[src/rtl/imu_bc_pkg.sv]
package imu_bc_pkg;

    localparam int IN_W        = 16;
    localparam int MAG_W       = 16;
    localparam int SQ_W        = 32;
    localparam int ACC_W       = 18;
    localparam int RATE_W      = 21;
    localparam int MEAN_W      = 20;
    localparam int BIAS_W      = 24;
    localparam int KIND_W      = 2;
    localparam int LIM_W       = 30;
    localparam int FS_W        = 11;
    localparam int CFG_IDX_W   = 1;
    localparam int CFG_DATA_W  = LIM_W;

    localparam int CAL_SAMPLES_DEF = 256;
    localparam logic [LIM_W-1:0] LIM_RESET = LIM_W'(1000);
    localparam logic [FS_W-1:0]  FS_RESET  = FS_W'(2000);

    // shared multiplier: (gyro*256 - bias) x full scale, or a square
    localparam int SM_A_W = BIAS_W + 1;
    localparam int SM_B_W = IN_W + 1;
    localparam int SP_W   = SM_A_W + SM_B_W;

    localparam int RATE_SHIFT = 15;
    localparam int RATE_HALF  = 16384;

    localparam int ACC_POS_LIM  = 131071;
    localparam int ACC_NEG_LIM  = 131072;
    localparam int RATE_POS_LIM = 1048575;
    localparam int RATE_NEG_LIM = 1048576;
    localparam int MEAN_MAX     = 1048575;

    localparam logic signed [ACC_W-1:0]  ACC_MAX  = ACC_W'(ACC_POS_LIM);
    localparam logic signed [ACC_W-1:0]  ACC_MIN  = ACC_W'(-ACC_NEG_LIM);
    localparam logic signed [RATE_W-1:0] RATE_MAX = RATE_W'(RATE_POS_LIM);
    localparam logic signed [RATE_W-1:0] RATE_MIN = RATE_W'(-RATE_NEG_LIM);

    localparam int IN_TDATA_W  = 6 * IN_W;
    localparam int OUT_FIELD_W = 3 * ACC_W + 3 * RATE_W;
    localparam int OUT_TDATA_W = ((OUT_FIELD_W + 7) / 8) * 8;

    localparam logic [CFG_IDX_W-1:0] CFG_GYRO_LIMIT = 1'b0;
    localparam logic [CFG_IDX_W-1:0] CFG_FULL_SCALE = 1'b1;

    typedef enum logic [KIND_W-1:0] {
        KIND_PASS   = 2'd0,
        KIND_FAIL   = 2'd1,
        KIND_SAMPLE = 2'd2
    } t_kind;

    typedef enum logic [1:0] {
        DIV_MEAN  = 2'd0,
        DIV_BIAS  = 2'd1,
        DIV_ACCEL = 2'd2
    } t_div_op;

    typedef enum logic [1:0] {
        SMUL_LIM = 2'd0,
        SMUL_LHS = 2'd1,
        SMUL_S2  = 2'd2
    } t_smul_op;

    typedef struct packed {
        logic     load;
        logic     sq_mul;
        logic     sq_acc;
        logic     rate_mul;
        logic     rate_store;
        logic     sqrt_go;
        logic     mag_acc;
        logic     div_go;
        logic     div_store;
        t_div_op  div_op;
        logic     smul_go;
        logic     smul_store;
        t_smul_op smul_op;
        logic     var_test;
        logic     emit_cal;
        logic     emit_run;
        logic [2:0] idx;
    } t_cmd;

    typedef struct packed {
        logic running;
        logic last;
        logic sqrt_done;
        logic div_done;
        logic smul_done;
        logic mean_zero;
        logic out_free;
    } t_sts;

endpackage

[src/rtl/imu_bc_sqrt.sv]
module imu_bc_sqrt (
    input  logic                         i_clk,
    input  logic                         i_rst_n,
    input  logic                         i_start,
    input  logic [imu_bc_pkg::SQ_W-1:0]  i_val,
    output logic                         o_done,
    output logic [imu_bc_pkg::MAG_W-1:0] o_root
);
    import imu_bc_pkg::*;

    localparam int STEPS  = SQ_W / 2;
    localparam int STEP_W = $clog2(STEPS);

    logic [SQ_W-1:0]   r_v, n_v;
    logic [SQ_W-1:0]   r_r, n_r;
    logic [STEP_W-1:0] r_step;
    logic              r_busy;
    logic              r_done;
    logic [SQ_W-1:0]   bit_w;
    logic [SQ_W:0]     trial;

    // one result bit per step, trial bit walks down two places at a time
    assign bit_w = (SQ_W'(1) << (SQ_W - 2)) >> {r_step, 1'b0};
    assign trial = {1'b0, r_r} + {1'b0, bit_w};

    always_comb begin
        n_v = r_v;
        n_r = r_r >> 1;
        if ({1'b0, r_v} >= trial) begin
            n_v = r_v - trial[SQ_W-1:0];
            n_r = (r_r >> 1) + bit_w;
        end
    end

    always_ff @(posedge i_clk) begin
        if (!i_rst_n) begin
            r_busy <= 1'b0;
            r_done <= 1'b0;
            r_step <= '0;
        end else begin
            r_done <= 1'b0;
            if (i_start) begin
                r_busy <= 1'b1;
                r_step <= '0;
            end else if (r_busy) begin
                r_step <= r_step + STEP_W'(1);
                if (r_step == STEP_W'(STEPS - 1)) begin
                    r_busy <= 1'b0;
                    r_done <= 1'b1;
                end
            end
        end
    end

    always_ff @(posedge i_clk) begin
        if (i_start) begin
            r_v <= i_val;
            r_r <= '0;
        end else if (r_busy) begin
            r_v <= n_v;
            r_r <= n_r;
        end
    end

    assign o_done = r_done;
    assign o_root = r_r[MAG_W-1:0];

endmodule

[src/rtl/imu_bc_div.sv]
// Rounded unsigned divide: quotient = floor((2*num + den) / (2*den)), den > 0.
module imu_bc_div #(
    parameter int NW = 33,
    parameter int DW = 20
) (
    input  logic            i_clk,
    input  logic            i_rst_n,
    input  logic            i_start,
    input  logic [NW-1:0]   i_num,
    input  logic [DW-1:0]   i_den,
    output logic            o_done,
    output logic [NW+1:0]   o_quot
);
    localparam int QW = NW + 2;
    localparam int CW = $clog2(QW + 1);

    logic [QW-1:0] r_q;
    logic [DW:0]   r_dv;
    logic [DW+1:0] r_rem;
    logic [CW-1:0] r_cnt;
    logic          r_busy;
    logic          r_done;
    logic [DW+1:0] trial;
    logic          take;

    assign trial = {r_rem[DW:0], r_q[QW-1]};
    assign take  = trial >= {1'b0, r_dv};

    always_ff @(posedge i_clk) begin
        if (!i_rst_n) begin
            r_busy <= 1'b0;
            r_done <= 1'b0;
            r_cnt  <= '0;
        end else begin
            r_done <= 1'b0;
            if (i_start) begin
                r_busy <= 1'b1;
                r_cnt  <= '0;
            end else if (r_busy) begin
                r_cnt <= r_cnt + CW'(1);
                if (r_cnt == CW'(QW - 1)) begin
                    r_busy <= 1'b0;
                    r_done <= 1'b1;
                end
            end
        end
    end

    always_ff @(posedge i_clk) begin
        if (i_start) begin
            r_q   <= {1'b0, i_num, 1'b0} + QW'(i_den);
            r_dv  <= {i_den, 1'b0};
            r_rem <= '0;
        end else if (r_busy) begin
            r_rem <= take ? (trial - {1'b0, r_dv}) : trial;
            r_q   <= {r_q[QW-2:0], take};
        end
    end

    assign o_done = r_done;
    assign o_quot = r_q;

endmodule

[src/rtl/imu_bc_ctrl.sv]
module imu_bc_ctrl (
    input  logic              i_clk,
    input  logic              i_rst_n,
    input  logic              i_in_valid,
    output logic              o_in_ready,
    input  imu_bc_pkg::t_sts  i_sts,
    output imu_bc_pkg::t_cmd  o_cmd
);
    import imu_bc_pkg::*;

    typedef enum logic [18:0] {
        S_IDLE   = 19'(1) << 0,
        S_MUL    = 19'(1) << 1,
        S_ACC    = 19'(1) << 2,
        S_SQRT   = 19'(1) << 3,
        S_SQWAIT = 19'(1) << 4,
        S_MEAN   = 19'(1) << 5,
        S_BIAS   = 19'(1) << 6,
        S_LIM    = 19'(1) << 7,
        S_LIMW   = 19'(1) << 8,
        S_LHS    = 19'(1) << 9,
        S_LHSW   = 19'(1) << 10,
        S_S2     = 19'(1) << 11,
        S_S2W    = 19'(1) << 12,
        S_TEST   = 19'(1) << 13,
        S_ACCEL  = 19'(1) << 14,
        S_ACCELW = 19'(1) << 15,
        S_RMUL   = 19'(1) << 16,
        S_RATE   = 19'(1) << 17,
        S_EMIT   = 19'(1) << 18
    } t_state;

    t_state     r_state, n_state;
    logic [2:0] r_idx, n_idx;
    t_cmd       cmd;

    always_comb begin
        n_state = r_state;
        n_idx   = r_idx;
        cmd     = '0;
        cmd.idx = r_idx;
        unique case (r_state)
            S_IDLE: begin
                if (i_in_valid) begin
                    cmd.load = 1'b1;
                    n_idx    = '0;
                    n_state  = i_sts.running ? S_ACCEL : S_MUL;
                end
            end
            S_MUL: begin
                cmd.sq_mul = 1'b1;
                n_state    = S_ACC;
            end
            S_ACC: begin
                cmd.sq_acc = 1'b1;
                if (r_idx == 3'd5) begin
                    n_state = S_SQRT;
                end else begin
                    n_idx   = r_idx + 3'd1;
                    n_state = S_MUL;
                end
            end
            S_SQRT: begin
                cmd.sqrt_go = 1'b1;
                n_state     = S_SQWAIT;
            end
            S_SQWAIT: begin
                if (i_sts.sqrt_done) begin
                    cmd.mag_acc = 1'b1;
                    n_idx       = '0;
                    n_state     = i_sts.last ? S_MEAN : S_IDLE;
                end
            end
            S_MEAN: begin
                cmd.div_op    = DIV_MEAN;
                cmd.div_store = 1'b1;
                n_state       = S_BIAS;
            end
            S_BIAS: begin
                cmd.div_op    = DIV_BIAS;
                cmd.div_store = 1'b1;
                if (r_idx == 3'd2) begin
                    n_idx   = '0;
                    n_state = S_LIM;
                end else begin
                    n_idx   = r_idx + 3'd1;
                    n_state = S_BIAS;
                end
            end
            S_LIM: begin
                cmd.smul_go = 1'b1;
                cmd.smul_op = SMUL_LIM;
                n_state     = S_LIMW;
            end
            S_LIMW: begin
                cmd.smul_op = SMUL_LIM;
                if (i_sts.smul_done) begin
                    cmd.smul_store = 1'b1;
                    n_state        = S_LHS;
                end
            end
            S_LHS: begin
                cmd.smul_go = 1'b1;
                cmd.smul_op = SMUL_LHS;
                n_state     = S_LHSW;
            end
            S_LHSW: begin
                cmd.smul_op = SMUL_LHS;
                if (i_sts.smul_done) begin
                    cmd.smul_store = 1'b1;
                    n_state        = S_S2;
                end
            end
            S_S2: begin
                cmd.smul_go = 1'b1;
                cmd.smul_op = SMUL_S2;
                n_state     = S_S2W;
            end
            S_S2W: begin
                cmd.smul_op = SMUL_S2;
                if (i_sts.smul_done) begin
                    cmd.smul_store = 1'b1;
                    n_state        = S_TEST;
                end
            end
            S_TEST: begin
                cmd.var_test = 1'b1;
                if (r_idx == 3'd2) begin
                    n_state = S_EMIT;
                end else begin
                    n_idx   = r_idx + 3'd1;
                    n_state = S_LHS;
                end
            end
            S_ACCEL: begin
                cmd.div_op = DIV_ACCEL;
                // zero mean: the datapath saturates by sign, skip the divide
                if (i_sts.mean_zero) begin
                    cmd.div_store = 1'b1;
                    n_state       = S_RMUL;
                end else begin
                    cmd.div_go = 1'b1;
                    n_state    = S_ACCELW;
                end
            end
            S_ACCELW: begin
                cmd.div_op = DIV_ACCEL;
                if (i_sts.div_done) begin
                    cmd.div_store = 1'b1;
                    n_state       = S_RMUL;
                end
            end
            S_RMUL: begin
                cmd.rate_mul = 1'b1;
                n_state      = S_RATE;
            end
            S_RATE: begin
                cmd.rate_store = 1'b1;
                if (r_idx == 3'd2) begin
                    n_state = S_EMIT;
                end else begin
                    n_idx   = r_idx + 3'd1;
                    n_state = S_ACCEL;
                end
            end
            S_EMIT: begin
                // hold until the output register frees up
                if (i_sts.out_free) begin
                    cmd.emit_cal = !i_sts.running;
                    cmd.emit_run = i_sts.running;
                    n_state      = S_IDLE;
                end
            end
            default: begin
                n_state = S_IDLE;
            end
        endcase
    end

    always_ff @(posedge i_clk) begin
        if (!i_rst_n) begin
            r_state <= S_IDLE;
            r_idx   <= '0;
        end else begin
            r_state <= n_state;
            r_idx   <= n_idx;
        end
    end

    assign o_in_ready = (r_state == S_IDLE);
    assign o_cmd      = cmd;

endmodule

[src/rtl/imu_bc_dp.sv]
module imu_bc_dp #(
    parameter int CAL_SAMPLES = imu_bc_pkg::CAL_SAMPLES_DEF
) (
    input  logic                                i_clk,
    input  logic                                i_rst_n,
    input  imu_bc_pkg::t_cmd                    i_cmd,
    output imu_bc_pkg::t_sts                    o_sts,
    input  logic [imu_bc_pkg::IN_TDATA_W-1:0]   i_in_tdata,
    input  logic                                i_cfg_we,
    input  logic [imu_bc_pkg::CFG_IDX_W-1:0]    i_cfg_index,
    input  logic [imu_bc_pkg::CFG_DATA_W-1:0]   i_cfg_wdata,
    output logic                                o_out_valid,
    input  logic                                i_out_ready,
    output logic [imu_bc_pkg::OUT_TDATA_W-1:0]  o_out_tdata,
    output logic [imu_bc_pkg::KIND_W-1:0]       o_out_tuser
);
    import imu_bc_pkg::*;

    // CAL_SAMPLES is a power of two: mean and bias are rounded shifts
    localparam int N      = CAL_SAMPLES;
    localparam int LOG_N  = $clog2(N);
    localparam int CNT_W  = LOG_N;
    localparam int MSUM_W = MAG_W + LOG_N;
    localparam int RSUM_W = IN_W + LOG_N;
    localparam int RSQ_W  = 2 * IN_W - 1 + LOG_N;
    localparam int NW     = IN_W + 17;
    localparam int QW     = NW + 2;
    localparam int VW     = RSQ_W + LOG_N + 1;
    localparam int MB_W   = (RSUM_W > 2 * LOG_N + 1) ? RSUM_W : 2 * LOG_N + 1;
    localparam int N2     = N * N;
    localparam int RQ_W   = SP_W - RATE_SHIFT;
    localparam int MRND_W = MSUM_W + 5;
    localparam int BRND_W = RSUM_W + 9;

    // configuration
    logic [LIM_W-1:0] r_lim;
    logic [FS_W-1:0]  r_fs;

    // sample and single multiplier
    logic signed [IN_W-1:0] r_smp [6];
    logic signed [SP_W-1:0] r_sp;

    // calibration accumulators
    logic [SQ_W-1:0]          r_sq;
    logic [MSUM_W-1:0]        r_msum;
    logic [CNT_W-1:0]         r_count;
    logic signed [RSUM_W-1:0] r_rsum [3];
    logic [RSQ_W-1:0]         r_rsq [3];
    logic                     r_running;
    logic                     r_fail;
    logic [MEAN_W-1:0]        r_mean;
    logic signed [BIAS_W-1:0] r_bias [3];

    // bit-serial multiplier for the variance test
    logic [VW-1:0]   r_ma, r_mp, r_limn2, r_lhs, r_s2;
    logic [MB_W-1:0] r_mb;
    logic            r_mbusy;
    logic            r_mdone;

    // work and output registers
    logic signed [ACC_W-1:0]  r_wacc [3];
    logic signed [RATE_W-1:0] r_wrate [3];
    logic                     r_ovalid;
    t_kind                    r_okind;
    logic [OUT_TDATA_W-1:0]   r_odata;

    logic [1:0]              axis;
    logic signed [IN_W-1:0]  sq_op;
    logic signed [IN_W-1:0]  acc_in;
    logic signed [IN_W-1:0]  gyro_in;
    logic [RSUM_W-1:0]       abs_sum;
    logic                    sum_neg;
    logic [IN_W:0]           abs_a;
    logic signed [SM_A_W-1:0] sm_a;
    logic signed [SM_B_W-1:0] sm_b;
    logic signed [SM_A_W-1:0] rate_diff;

    logic              sqrt_done;
    logic [MAG_W-1:0]  root;
    logic [NW-1:0]     div_num;
    logic [MEAN_W-1:0] div_den;
    logic              div_done;
    logic [QW-1:0]     quot;

    logic [MRND_W-1:0] mean_rnd;
    logic [MRND_W-1:0] mean_q;
    logic [MEAN_W-1:0] mean_val;
    logic [BRND_W-1:0] bias_rnd;

    logic [VW-1:0]   sm_ain;
    logic [MB_W-1:0] sm_bin;
    logic [VW-1:0]   var_n2;

    logic [SP_W-1:0]          rate_mag;
    logic [RQ_W-1:0]          rate_q;
    logic signed [RATE_W-1:0] rate_val;
    logic signed [ACC_W-1:0]  acc_val;
    logic [BIAS_W-1:0]        bias_q;
    logic                     out_free;

    assign axis    = i_cmd.idx[1:0];
    assign sq_op   = r_smp[i_cmd.idx];
    assign acc_in  = r_smp[3'(axis)];
    assign gyro_in = r_smp[3'(axis) + 3'd3];
    assign sum_neg = r_rsum[axis][RSUM_W-1];
    assign abs_sum = sum_neg ? RSUM_W'(-r_rsum[axis]) : RSUM_W'(r_rsum[axis]);
    assign abs_a   = acc_in[IN_W-1] ? (IN_W+1)'(-{acc_in[IN_W-1], acc_in})
                                    : (IN_W+1)'({1'b0, acc_in});

    assign rate_diff = {gyro_in[IN_W-1], gyro_in, 8'b0}
                     - {r_bias[axis][BIAS_W-1], r_bias[axis]};

    always_comb begin
        if (i_cmd.rate_mul) begin
            sm_a = rate_diff;
            sm_b = {{(SM_B_W - FS_W){1'b0}}, r_fs};
        end else begin
            sm_a = {{(SM_A_W - IN_W){sq_op[IN_W-1]}}, sq_op};
            sm_b = {{(SM_B_W - IN_W){sq_op[IN_W-1]}}, sq_op};
        end
    end

    imu_bc_sqrt u_sqrt (
        .i_clk   (i_clk),
        .i_rst_n (i_rst_n),
        .i_start (i_cmd.sqrt_go),
        .i_val   (r_sq),
        .o_done  (sqrt_done),
        .o_root  (root)
    );

    // mean and bias: add half of N, then shift by log2(N)
    assign mean_rnd = {1'b0, r_msum, 4'b0} + MRND_W'(N / 2);
    assign mean_q   = mean_rnd >> LOG_N;
    assign mean_val = (mean_q > MRND_W'(MEAN_MAX)) ? MEAN_W'(MEAN_MAX)
                                                   : mean_q[MEAN_W-1:0];
    assign bias_rnd = {1'b0, abs_sum, 8'b0} + BRND_W'(N / 2);
    assign bias_q   = BIAS_W'(bias_rnd >> LOG_N);

    assign div_num = NW'({abs_a, 16'b0});
    assign div_den = r_mean;

    imu_bc_div #(
        .NW (NW),
        .DW (MEAN_W)
    ) u_div (
        .i_clk   (i_clk),
        .i_rst_n (i_rst_n),
        .i_start (i_cmd.div_go),
        .i_num   (div_num),
        .i_den   (div_den),
        .o_done  (div_done),
        .o_quot  (quot)
    );

    always_comb begin
        unique case (i_cmd.smul_op)
            SMUL_LIM: begin
                sm_ain = VW'(r_lim);
                sm_bin = MB_W'(N2);
            end
            SMUL_LHS: begin
                sm_ain = VW'(r_rsq[axis]);
                sm_bin = MB_W'(N);
            end
            SMUL_S2: begin
                sm_ain = VW'(abs_sum);
                sm_bin = MB_W'(abs_sum);
            end
            default: begin
                sm_ain = '0;
                sm_bin = '0;
            end
        endcase
    end

    assign var_n2 = (r_lhs >= r_s2) ? (r_lhs - r_s2) : '0;

    // accel: divide result with sign and saturation, or sign only at zero mean
    always_comb begin
        if (r_mean == '0) begin
            if (acc_in == '0) begin
                acc_val = '0;
            end else begin
                acc_val = acc_in[IN_W-1] ? ACC_MIN : ACC_MAX;
            end
        end else if (acc_in[IN_W-1]) begin
            acc_val = (quot > QW'(ACC_NEG_LIM)) ? ACC_MIN : -quot[ACC_W-1:0];
        end else begin
            acc_val = (quot > QW'(ACC_POS_LIM)) ? ACC_MAX : quot[ACC_W-1:0];
        end
    end

    // rate: round half away from zero over the 2^15 shift, then saturate
    assign rate_mag = r_sp[SP_W-1] ? SP_W'(-r_sp) : SP_W'(r_sp);
    assign rate_q   = RQ_W'((rate_mag + SP_W'(RATE_HALF)) >> RATE_SHIFT);
    always_comb begin
        if (r_sp[SP_W-1]) begin
            rate_val = (rate_q > RQ_W'(RATE_NEG_LIM)) ? RATE_MIN : -rate_q[RATE_W-1:0];
        end else begin
            rate_val = (rate_q > RQ_W'(RATE_POS_LIM)) ? RATE_MAX : rate_q[RATE_W-1:0];
        end
    end

    assign out_free = !r_ovalid || i_out_ready;

    always_ff @(posedge i_clk) begin
        if (!i_rst_n) begin
            r_lim     <= LIM_RESET;
            r_fs      <= FS_RESET;
            r_msum    <= '0;
            r_count   <= '0;
            r_running <= 1'b0;
            r_fail    <= 1'b0;
            r_mean    <= '0;
            r_mbusy   <= 1'b0;
            r_mdone   <= 1'b0;
            r_ovalid  <= 1'b0;
            for (int k = 0; k < 3; k++) begin
                r_rsum[k] <= '0;
                r_rsq[k]  <= '0;
                r_bias[k] <= '0;
            end
        end else begin
            if (i_cfg_we) begin
                unique case (i_cfg_index)
                    CFG_GYRO_LIMIT: r_lim <= i_cfg_wdata[LIM_W-1:0];
                    CFG_FULL_SCALE: r_fs  <= i_cfg_wdata[FS_W-1:0];
                    default: ;
                endcase
            end

            if (i_cmd.sq_acc && i_cmd.idx >= 3'd3) begin
                r_rsq[axis - 2'd3]  <= r_rsq[axis - 2'd3] + RSQ_W'(r_sp);
                r_rsum[axis - 2'd3] <= r_rsum[axis - 2'd3]
                                     + {{(RSUM_W - IN_W){sq_op[IN_W-1]}}, sq_op};
            end

            if (i_cmd.mag_acc) begin
                r_msum  <= r_msum + MSUM_W'(root);
                r_count <= r_count + CNT_W'(1);
            end

            if (i_cmd.div_store) begin
                unique case (i_cmd.div_op)
                    DIV_MEAN: r_mean <= mean_val;
                    DIV_BIAS: r_bias[axis] <= sum_neg ? -bias_q : bias_q;
                    default: ;
                endcase
            end

            r_mdone <= 1'b0;
            if (i_cmd.smul_go) begin
                r_mbusy <= 1'b1;
            end else if (r_mbusy && r_mb == '0) begin
                r_mbusy <= 1'b0;
                r_mdone <= 1'b1;
            end

            if (i_cmd.var_test && !(var_n2 < r_limn2)) begin
                r_fail <= 1'b1;
            end

            if (i_cmd.emit_cal) begin
                r_running <= !r_fail;
                r_fail    <= 1'b0;
                r_msum    <= '0;
                r_count   <= '0;
                for (int k = 0; k < 3; k++) begin
                    r_rsum[k] <= '0;
                    r_rsq[k]  <= '0;
                end
            end

            if (i_cmd.emit_cal || i_cmd.emit_run) begin
                r_ovalid <= 1'b1;
            end else if (i_out_ready) begin
                r_ovalid <= 1'b0;
            end
        end
    end

    always_ff @(posedge i_clk) begin
        if (i_cmd.load) begin
            for (int k = 0; k < 6; k++) begin
                r_smp[k] <= i_in_tdata[k*IN_W +: IN_W];
            end
        end
        if (i_cmd.sq_mul || i_cmd.rate_mul) begin
            r_sp <= sm_a * sm_b;
        end
        if (i_cmd.sq_acc) begin
            if (i_cmd.idx == 3'd0) begin
                r_sq <= SQ_W'(r_sp);
            end else if (i_cmd.idx < 3'd3) begin
                r_sq <= r_sq + SQ_W'(r_sp);
            end
        end
        if (i_cmd.smul_go) begin
            r_ma <= sm_ain;
            r_mb <= sm_bin;
            r_mp <= '0;
        end else if (r_mbusy && r_mb != '0) begin
            if (r_mb[0]) begin
                r_mp <= r_mp + r_ma;
            end
            r_ma <= r_ma << 1;
            r_mb <= r_mb >> 1;
        end
        if (i_cmd.smul_store) begin
            unique case (i_cmd.smul_op)
                SMUL_LIM: r_limn2 <= r_mp;
                SMUL_LHS: r_lhs   <= r_mp;
                SMUL_S2:  r_s2    <= r_mp;
                default: ;
            endcase
        end
        if (i_cmd.div_store && i_cmd.div_op == DIV_ACCEL) begin
            r_wacc[axis] <= acc_val;
        end
        if (i_cmd.rate_store) begin
            r_wrate[axis] <= rate_val;
        end
        if (i_cmd.emit_cal) begin
            r_okind <= r_fail ? KIND_FAIL : KIND_PASS;
            r_odata <= '0;
        end else if (i_cmd.emit_run) begin
            r_okind <= KIND_SAMPLE;
            r_odata <= OUT_TDATA_W'({r_wrate[2], r_wrate[1], r_wrate[0],
                                     r_wacc[2], r_wacc[1], r_wacc[0]});
        end
    end

    assign o_sts.running   = r_running;
    assign o_sts.last      = (r_count == CNT_W'(N - 1));
    assign o_sts.sqrt_done = sqrt_done;
    assign o_sts.div_done  = div_done;
    assign o_sts.smul_done = r_mdone;
    assign o_sts.mean_zero = (r_mean == '0);
    assign o_sts.out_free  = out_free;

    assign o_out_valid = r_ovalid;
    assign o_out_tdata = r_odata;
    assign o_out_tuser = r_okind;

endmodule

[src/rtl/imu_bias_calibrate_and_scale_core.sv]
// Six-axis IMU calibration and scaling. Each input beat is one raw sample.
// After reset the core calibrates: CAL_SAMPLES samples (a power of two) are
// folded into the accelerometer magnitude sum and the gyro sums and sums of
// squares; the last one produces a status beat (tuser 0 pass, 1 fail and
// restart) with zero data. After a pass every sample produces a corrected
// beat (tuser 2): acceleration over mean magnitude in 1/4096 g and bias-free
// rate in 1/256 deg/s, both saturated. In a calibration sample the shared
// 17x25 multiplier forms six squares, then the 16-step square root runs.
// The last calibration sample adds the mean and the three biases (rounded
// shifts), seven passes of the bit-serial multiplier, three variance tests
// and the emit. A running sample runs the 35-step bit-serial divider, one
// bit a cycle, for each accel axis; with a zero mean magnitude the divide
// is skipped. Input is taken only between samples; a finished beat waits
// in the output register while the next sample is taken. Configuration
// writes belong to idle periods.
module imu_bias_calibrate_and_scale_core #(
    parameter int CAL_SAMPLES = imu_bc_pkg::CAL_SAMPLES_DEF
) (
    input  logic                                i_clk,
    input  logic                                i_rst_n,
    input  logic                                i_s_axis_tvalid,
    output logic                                o_s_axis_tready,
    // accel_x, accel_y, accel_z, gyro_x, gyro_y, gyro_z
    input  logic [imu_bc_pkg::IN_TDATA_W-1:0]   i_s_axis_tdata,
    output logic                                o_m_axis_tvalid,
    input  logic                                i_m_axis_tready,
    // accel_x_g, accel_y_g, accel_z_g, rate_x_dps, rate_y_dps, rate_z_dps
    output logic [imu_bc_pkg::OUT_TDATA_W-1:0]  o_m_axis_tdata,
    // result_kind
    output logic [imu_bc_pkg::KIND_W-1:0]       o_m_axis_tuser,
    input  logic                                i_cfg_we,
    input  logic [imu_bc_pkg::CFG_IDX_W-1:0]    i_cfg_index,
    input  logic [imu_bc_pkg::CFG_DATA_W-1:0]   i_cfg_wdata
);
    import imu_bc_pkg::*;

    t_cmd cmd;
    t_sts sts;

    imu_bc_ctrl u_ctrl (
        .i_clk      (i_clk),
        .i_rst_n    (i_rst_n),
        .i_in_valid (i_s_axis_tvalid),
        .o_in_ready (o_s_axis_tready),
        .i_sts      (sts),
        .o_cmd      (cmd)
    );

    imu_bc_dp #(
        .CAL_SAMPLES (CAL_SAMPLES)
    ) u_dp (
        .i_clk       (i_clk),
        .i_rst_n     (i_rst_n),
        .i_cmd       (cmd),
        .o_sts       (sts),
        .i_in_tdata  (i_s_axis_tdata),
        .i_cfg_we    (i_cfg_we),
        .i_cfg_index (i_cfg_index),
        .i_cfg_wdata (i_cfg_wdata),
        .o_out_valid (o_m_axis_tvalid),
        .i_out_ready (i_m_axis_tready),
        .o_out_tdata (o_m_axis_tdata),
        .o_out_tuser (o_m_axis_tuser)
    );

endmodule
[config.mk]
export PLATFORM = sky130hd
export DESIGN_NAME = imu_bias_calibrate_and_scale_core
export DESIGN_NICKNAME = d
export VERILOG_FILES = /design/src/rtl/imu_bc_pkg.sv /design/src/rtl/imu_bc_sqrt.sv /design/src/rtl/imu_bc_div.sv /design/src/rtl/imu_bc_ctrl.sv /design/src/rtl/imu_bc_dp.sv /design/src/rtl/imu_bias_calibrate_and_scale_core.sv
export SDC_FILE = /design/constraint.sdc
export NUM_CORES = 2
export LEC_CHECK = 0
export ABC_AREA = 0
export BUFFER_PORTS_ARGS = -buffer_cell sky130_fd_sc_hd__buf_2
export CORE_MARGIN = 5
export CORE_UTILIZATION = 50
export CTS_CLUSTER_SIZE = 30
export DETAILED_ROUTE_END_ITERATION = 8
export PLACE_DENSITY = 0.66
export RECOVER_POWER = 100
export SLEW_MARGIN = 20
export SYNTH_ARGS = -nofsm -noshare
export SYNTH_HDL_FRONTEND = slang
export SYNTH_SLANG_ARGS = --single-unit
[constraint.sdc]
create_clock -name i_clk -period 14.43 [get_ports i_clk]
set_input_delay 1.443 -clock i_clk [delete_from_list [all_inputs] [get_ports i_clk]]
set_output_delay 1.443 -clock i_clk [all_outputs]
set_load 0.005 [all_outputs]
==> results.toml <==
[synthesis]
synth_cells = 8803
synth_area_sq_um = 87300
ys_types = 107
ys_seq_elements = 1295
synthFlopType = "edfxtp_1"
synth_warnings = 0
yosysSeqAreaShare = 0.405
postSynthAreaPerCell_sq_um = 9.91
async_flop_share = 0
synth-edff-count = 940

[global_route]
grt_pass1_wl_um = 389000
grt_antenna_before_repair = 2
grt_max_degree = 116
grt_pass1_vias = 65600
grt_usage = 0.275
grt_remaining_overflow = 0

[flow_run]
maxCapViolations = 36

[timing]
whs_ns = 0.431
fin_ws_ns = 2.05
setup_viol = 0
finalHoldViolCount = 0
slew_headroom = -2.05
final_max_slew_viol_count = 1471
timing.final.crit_share = 0.858
fin_crit_ns = 12.38
fmax_mhz = 80.8
rsz0062_at_grt = "false"
finClkSkew_ns = 0.0308
worstMarginPinSlew_ns = 4.57
tns_ns = 0

[die]
die-area_sq_um = 183000
initial_utilization = 0.502
dieHeight_um = 428
rows = 153
io_pins = 256
core_sq_um = 174000
die_w_um = 428

[worst_setup_path]
worstPathMaxFanout = 37
worst_setup_path_end_kind = "flop"
cp_slowest_stage_delay_ns = 1.68
crit_top_cell = "fa_1"
worstPathArrival_ns = 12.92
required_ns = 14.97
worst_path_max_delay_cell = "dfxtp_1"
start_kind = "flop"
criticalPathCategory = "reg -> reg"

[finish]
final_layout_size_suffix_gt1_frac = 0.0766
syn_to_final_growth_pct = 9.38
postLayoutCellArea_sq_um = 95400
fillers = 15400
fin_nets = 9978

[placement]
post-place-ws_ns = 2.68
hpwlAfterDp_um = 189000
place_area_sq_um = 91100
gp_congestion = 0.966
io_buffers = 252

[clocking]
cts.path.max_buffers = 3
cts.clk_slew.worst_paths_ns = 0.06
cts_setup_buffers = 0
cts_sinks = 1295
ctsHoldBuffers = 0
insertion_delay_ns = 0.80
htree_levels = 4
cts_buffers = 144
cts_tree = "done"
root_buffer = "clkbuf_16"
cts_resized = 0

[status]
status = "finished, violations left"
violations = "capacitance limit, slew limit"

[worst_hold_path]
hp-class = "reg -> reg"

[detailed_routing]
vias = 66700
wl_um = 255000
ant_nets = 0
drc = 0
drtIter0Drc = 6002
drt-pass1-iter-count = 6
drt-vias-per-instance = 5.85
avgRoutedWirePerCell_um = 22.4
worst max-delay path: cells and delay by family, from the launching register on:
family / cells / cell delay (ns)
flip-flops: 1 / 1.68
AO/OA/AOI/OAI: 9 / 2.22
adder cells (fa/ha/maj): 6 / 3.23
XOR/XNOR: 2 / 0.77
AND/OR/NAND/NOR: 8 / 1.33
multiplexers: 1 / 0.23
buffers and inverters: 6 / 2.61
cells by family (layout without fill, tap and decap cells):
kind of cell	count (synthesis)	count (layout)	share of synthesized area
muxes	240	240	0.0534
and+or+nand+nor	3010	3010	0.155
DFF	1295	1295	0.405
adders and majority gates	901	901	0.164
buffers and inverters	1240	1498	0.0539
xor gates and xnor gates	491	491	0.0498
AOI/OAI and AO/OA	1625	1625	0.118
other	1	6	0.0000430
Yosys cell counts (14+ instances only):
cell type | count | area (sq um)
a211o_1 | 18 | 158
a211oi_1 | 71 | 533
a21boi_0 | 42 | 315
a21o_1 | 142 | 1070
a21oi_1 | 517 | 2590
a22oi_1 | 21 | 158
a31o_2 | 17 | 149
a31oi_1 | 65 | 407
and2_1 | 60 | 375
and3_1 | 59 | 369
and4_1 | 14 | 123
buf_1 | 43 | 161
clkbuf_1 | 305 | 1140
dfxtp_1 | 355 | 7110
edfxtp_1 | 940 | 28200
fa_1 | 409 | 8190
ha_1 | 489 | 6120
inv_1 | 867 | 3250
mux2i_1 | 54 | 541
mux4_2 | 180 | 4050
nand2_1 | 1095 | 4110
nand2b_1 | 88 | 551
nand3_1 | 247 | 1240
nand3b_1 | 23 | 173
nand4_1 | 65 | 407
nor2_1 | 929 | 3490
nor2b_1 | 95 | 594
nor3_1 | 135 | 676
nor3b_1 | 16 | 120
nor4_1 | 47 | 294
o211ai_1 | 32 | 240
o21a_1 | 69 | 518
o21ai_0 | 343 | 1720
o21bai_1 | 59 | 443
o22ai_1 | 25 | 156
o31a_1 | 14 | 123
o31ai_1 | 46 | 345
or2_2 | 23 | 144
or3_1 | 57 | 357
or4_1 | 23 | 173
xnor2_1 | 296 | 2590
xor2_1 | 191 | 1670
flip-flops by register name, indices dropped and copies added (netlist names), 30 cells and up, named ones only:
| register | flops |
|---|---|
| u_dp.r_smp | 96 |
| u_dp.r_wrate | 63 |
| u_dp.r_sp | 42 |
| u_dp.r_rsq | 156 |
| u_dp.r_sq | 32 |
| u_dp.u_sqrt.r_r | 32 |
| u_dp.r_mp | 48 |
| u_dp.r_bias | 96 |
| u_dp.r_rsum | 96 |
| u_dp.u_sqrt.r_v | 32 |
| u_dp.r_limn2 | 48 |
| u_dp.r_s2 | 48 |
| u_dp.r_lim | 30 |
| u_dp.r_lhs | 48 |
| u_dp.u_div.o_quot | 35 |
| u_dp.r_wacc | 54 |
| u_dp.r_ma | 48 |
| o_m_axis_tdata | 117 |
layout make-up:
| cell class | count | area [sq um] | area share |
|---|---|---|---|
| multi-input combinational | 6270 | 47300 | 0.496 |
| timing repair buffer | 364 | 1810 | 0.0189 |
| clock inverter | 59 | 638 | 0.00669 |
| clock buffer | 202 | 4130 | 0.0433 |
| sequential | 1295 | 35300 | 0.370 |
| inverter | 873 | 3280 | 0.0343 |
| tap | 2325 | 2910 | 0.0305 |
| antenna | 3 | 7.51 | 0.0000787 |
layer usage:
metal  routed length [um]  vias up  GRT usage  part of all wire
met4                10600        0      0.102             0.041
met1               106000    33000      0.369              0.42
met5                    0        -          0                 0
met3                18100      456     0.0486             0.071
met2               120000     2331      0.449              0.47
li1                     -    30900          -                 -
stage by stage:
| stage | utilization | instances |
|---|---|---|
| floorplan | - | 8805 |
| CTS | 0.552 | 11400 |
| detailed placement | 0.524 | 11100 |
| global placement | 0.524 | 11100 |
| global route | 0.549 | 11400 |
| finish | 0.549 | 11400 |
path summary, 6_finish.rpt:
check / startpoint / endpoint / slack [ns] / cells after the start
hold reg to reg: o_m_axis_tdata[15] / o_m_axis_tdata[15] / 0.43 / 2
setup / recovery: flop / u_dp.r_sp[41] / 2.05 / 32
setup reg to reg: flop / u_dp.r_sp[41] / 2.05 / 32
hold / removal: o_m_axis_tdata[15] / o_m_axis_tdata[15] / 0.43 / 2
cell usage in the layout, fill, tap and decap left out, drive strengths merged, types with 72 or more instances in the layout:
cell    netlist  routed
nor3        136     136
mux4        180     180
nor2        930     930
clkbuf      305     368
inv         870     878
edfxtp      940     940
a21oi       517     517
a21o        142     142
nand3       248     248
fa          409     409
buf          62     198
nand2      1096    1096
a211oi       72      72
xor2        193     193
dfxtp       355     355
nor2b        95      95
xnor2       298     298
ha          489     489
o21ai       358     358
nand2b       88      88
Power is left out: the tool's default activity adds up to more than one toggle a clock period on the data nets, which glitch-free logic cannot reach.
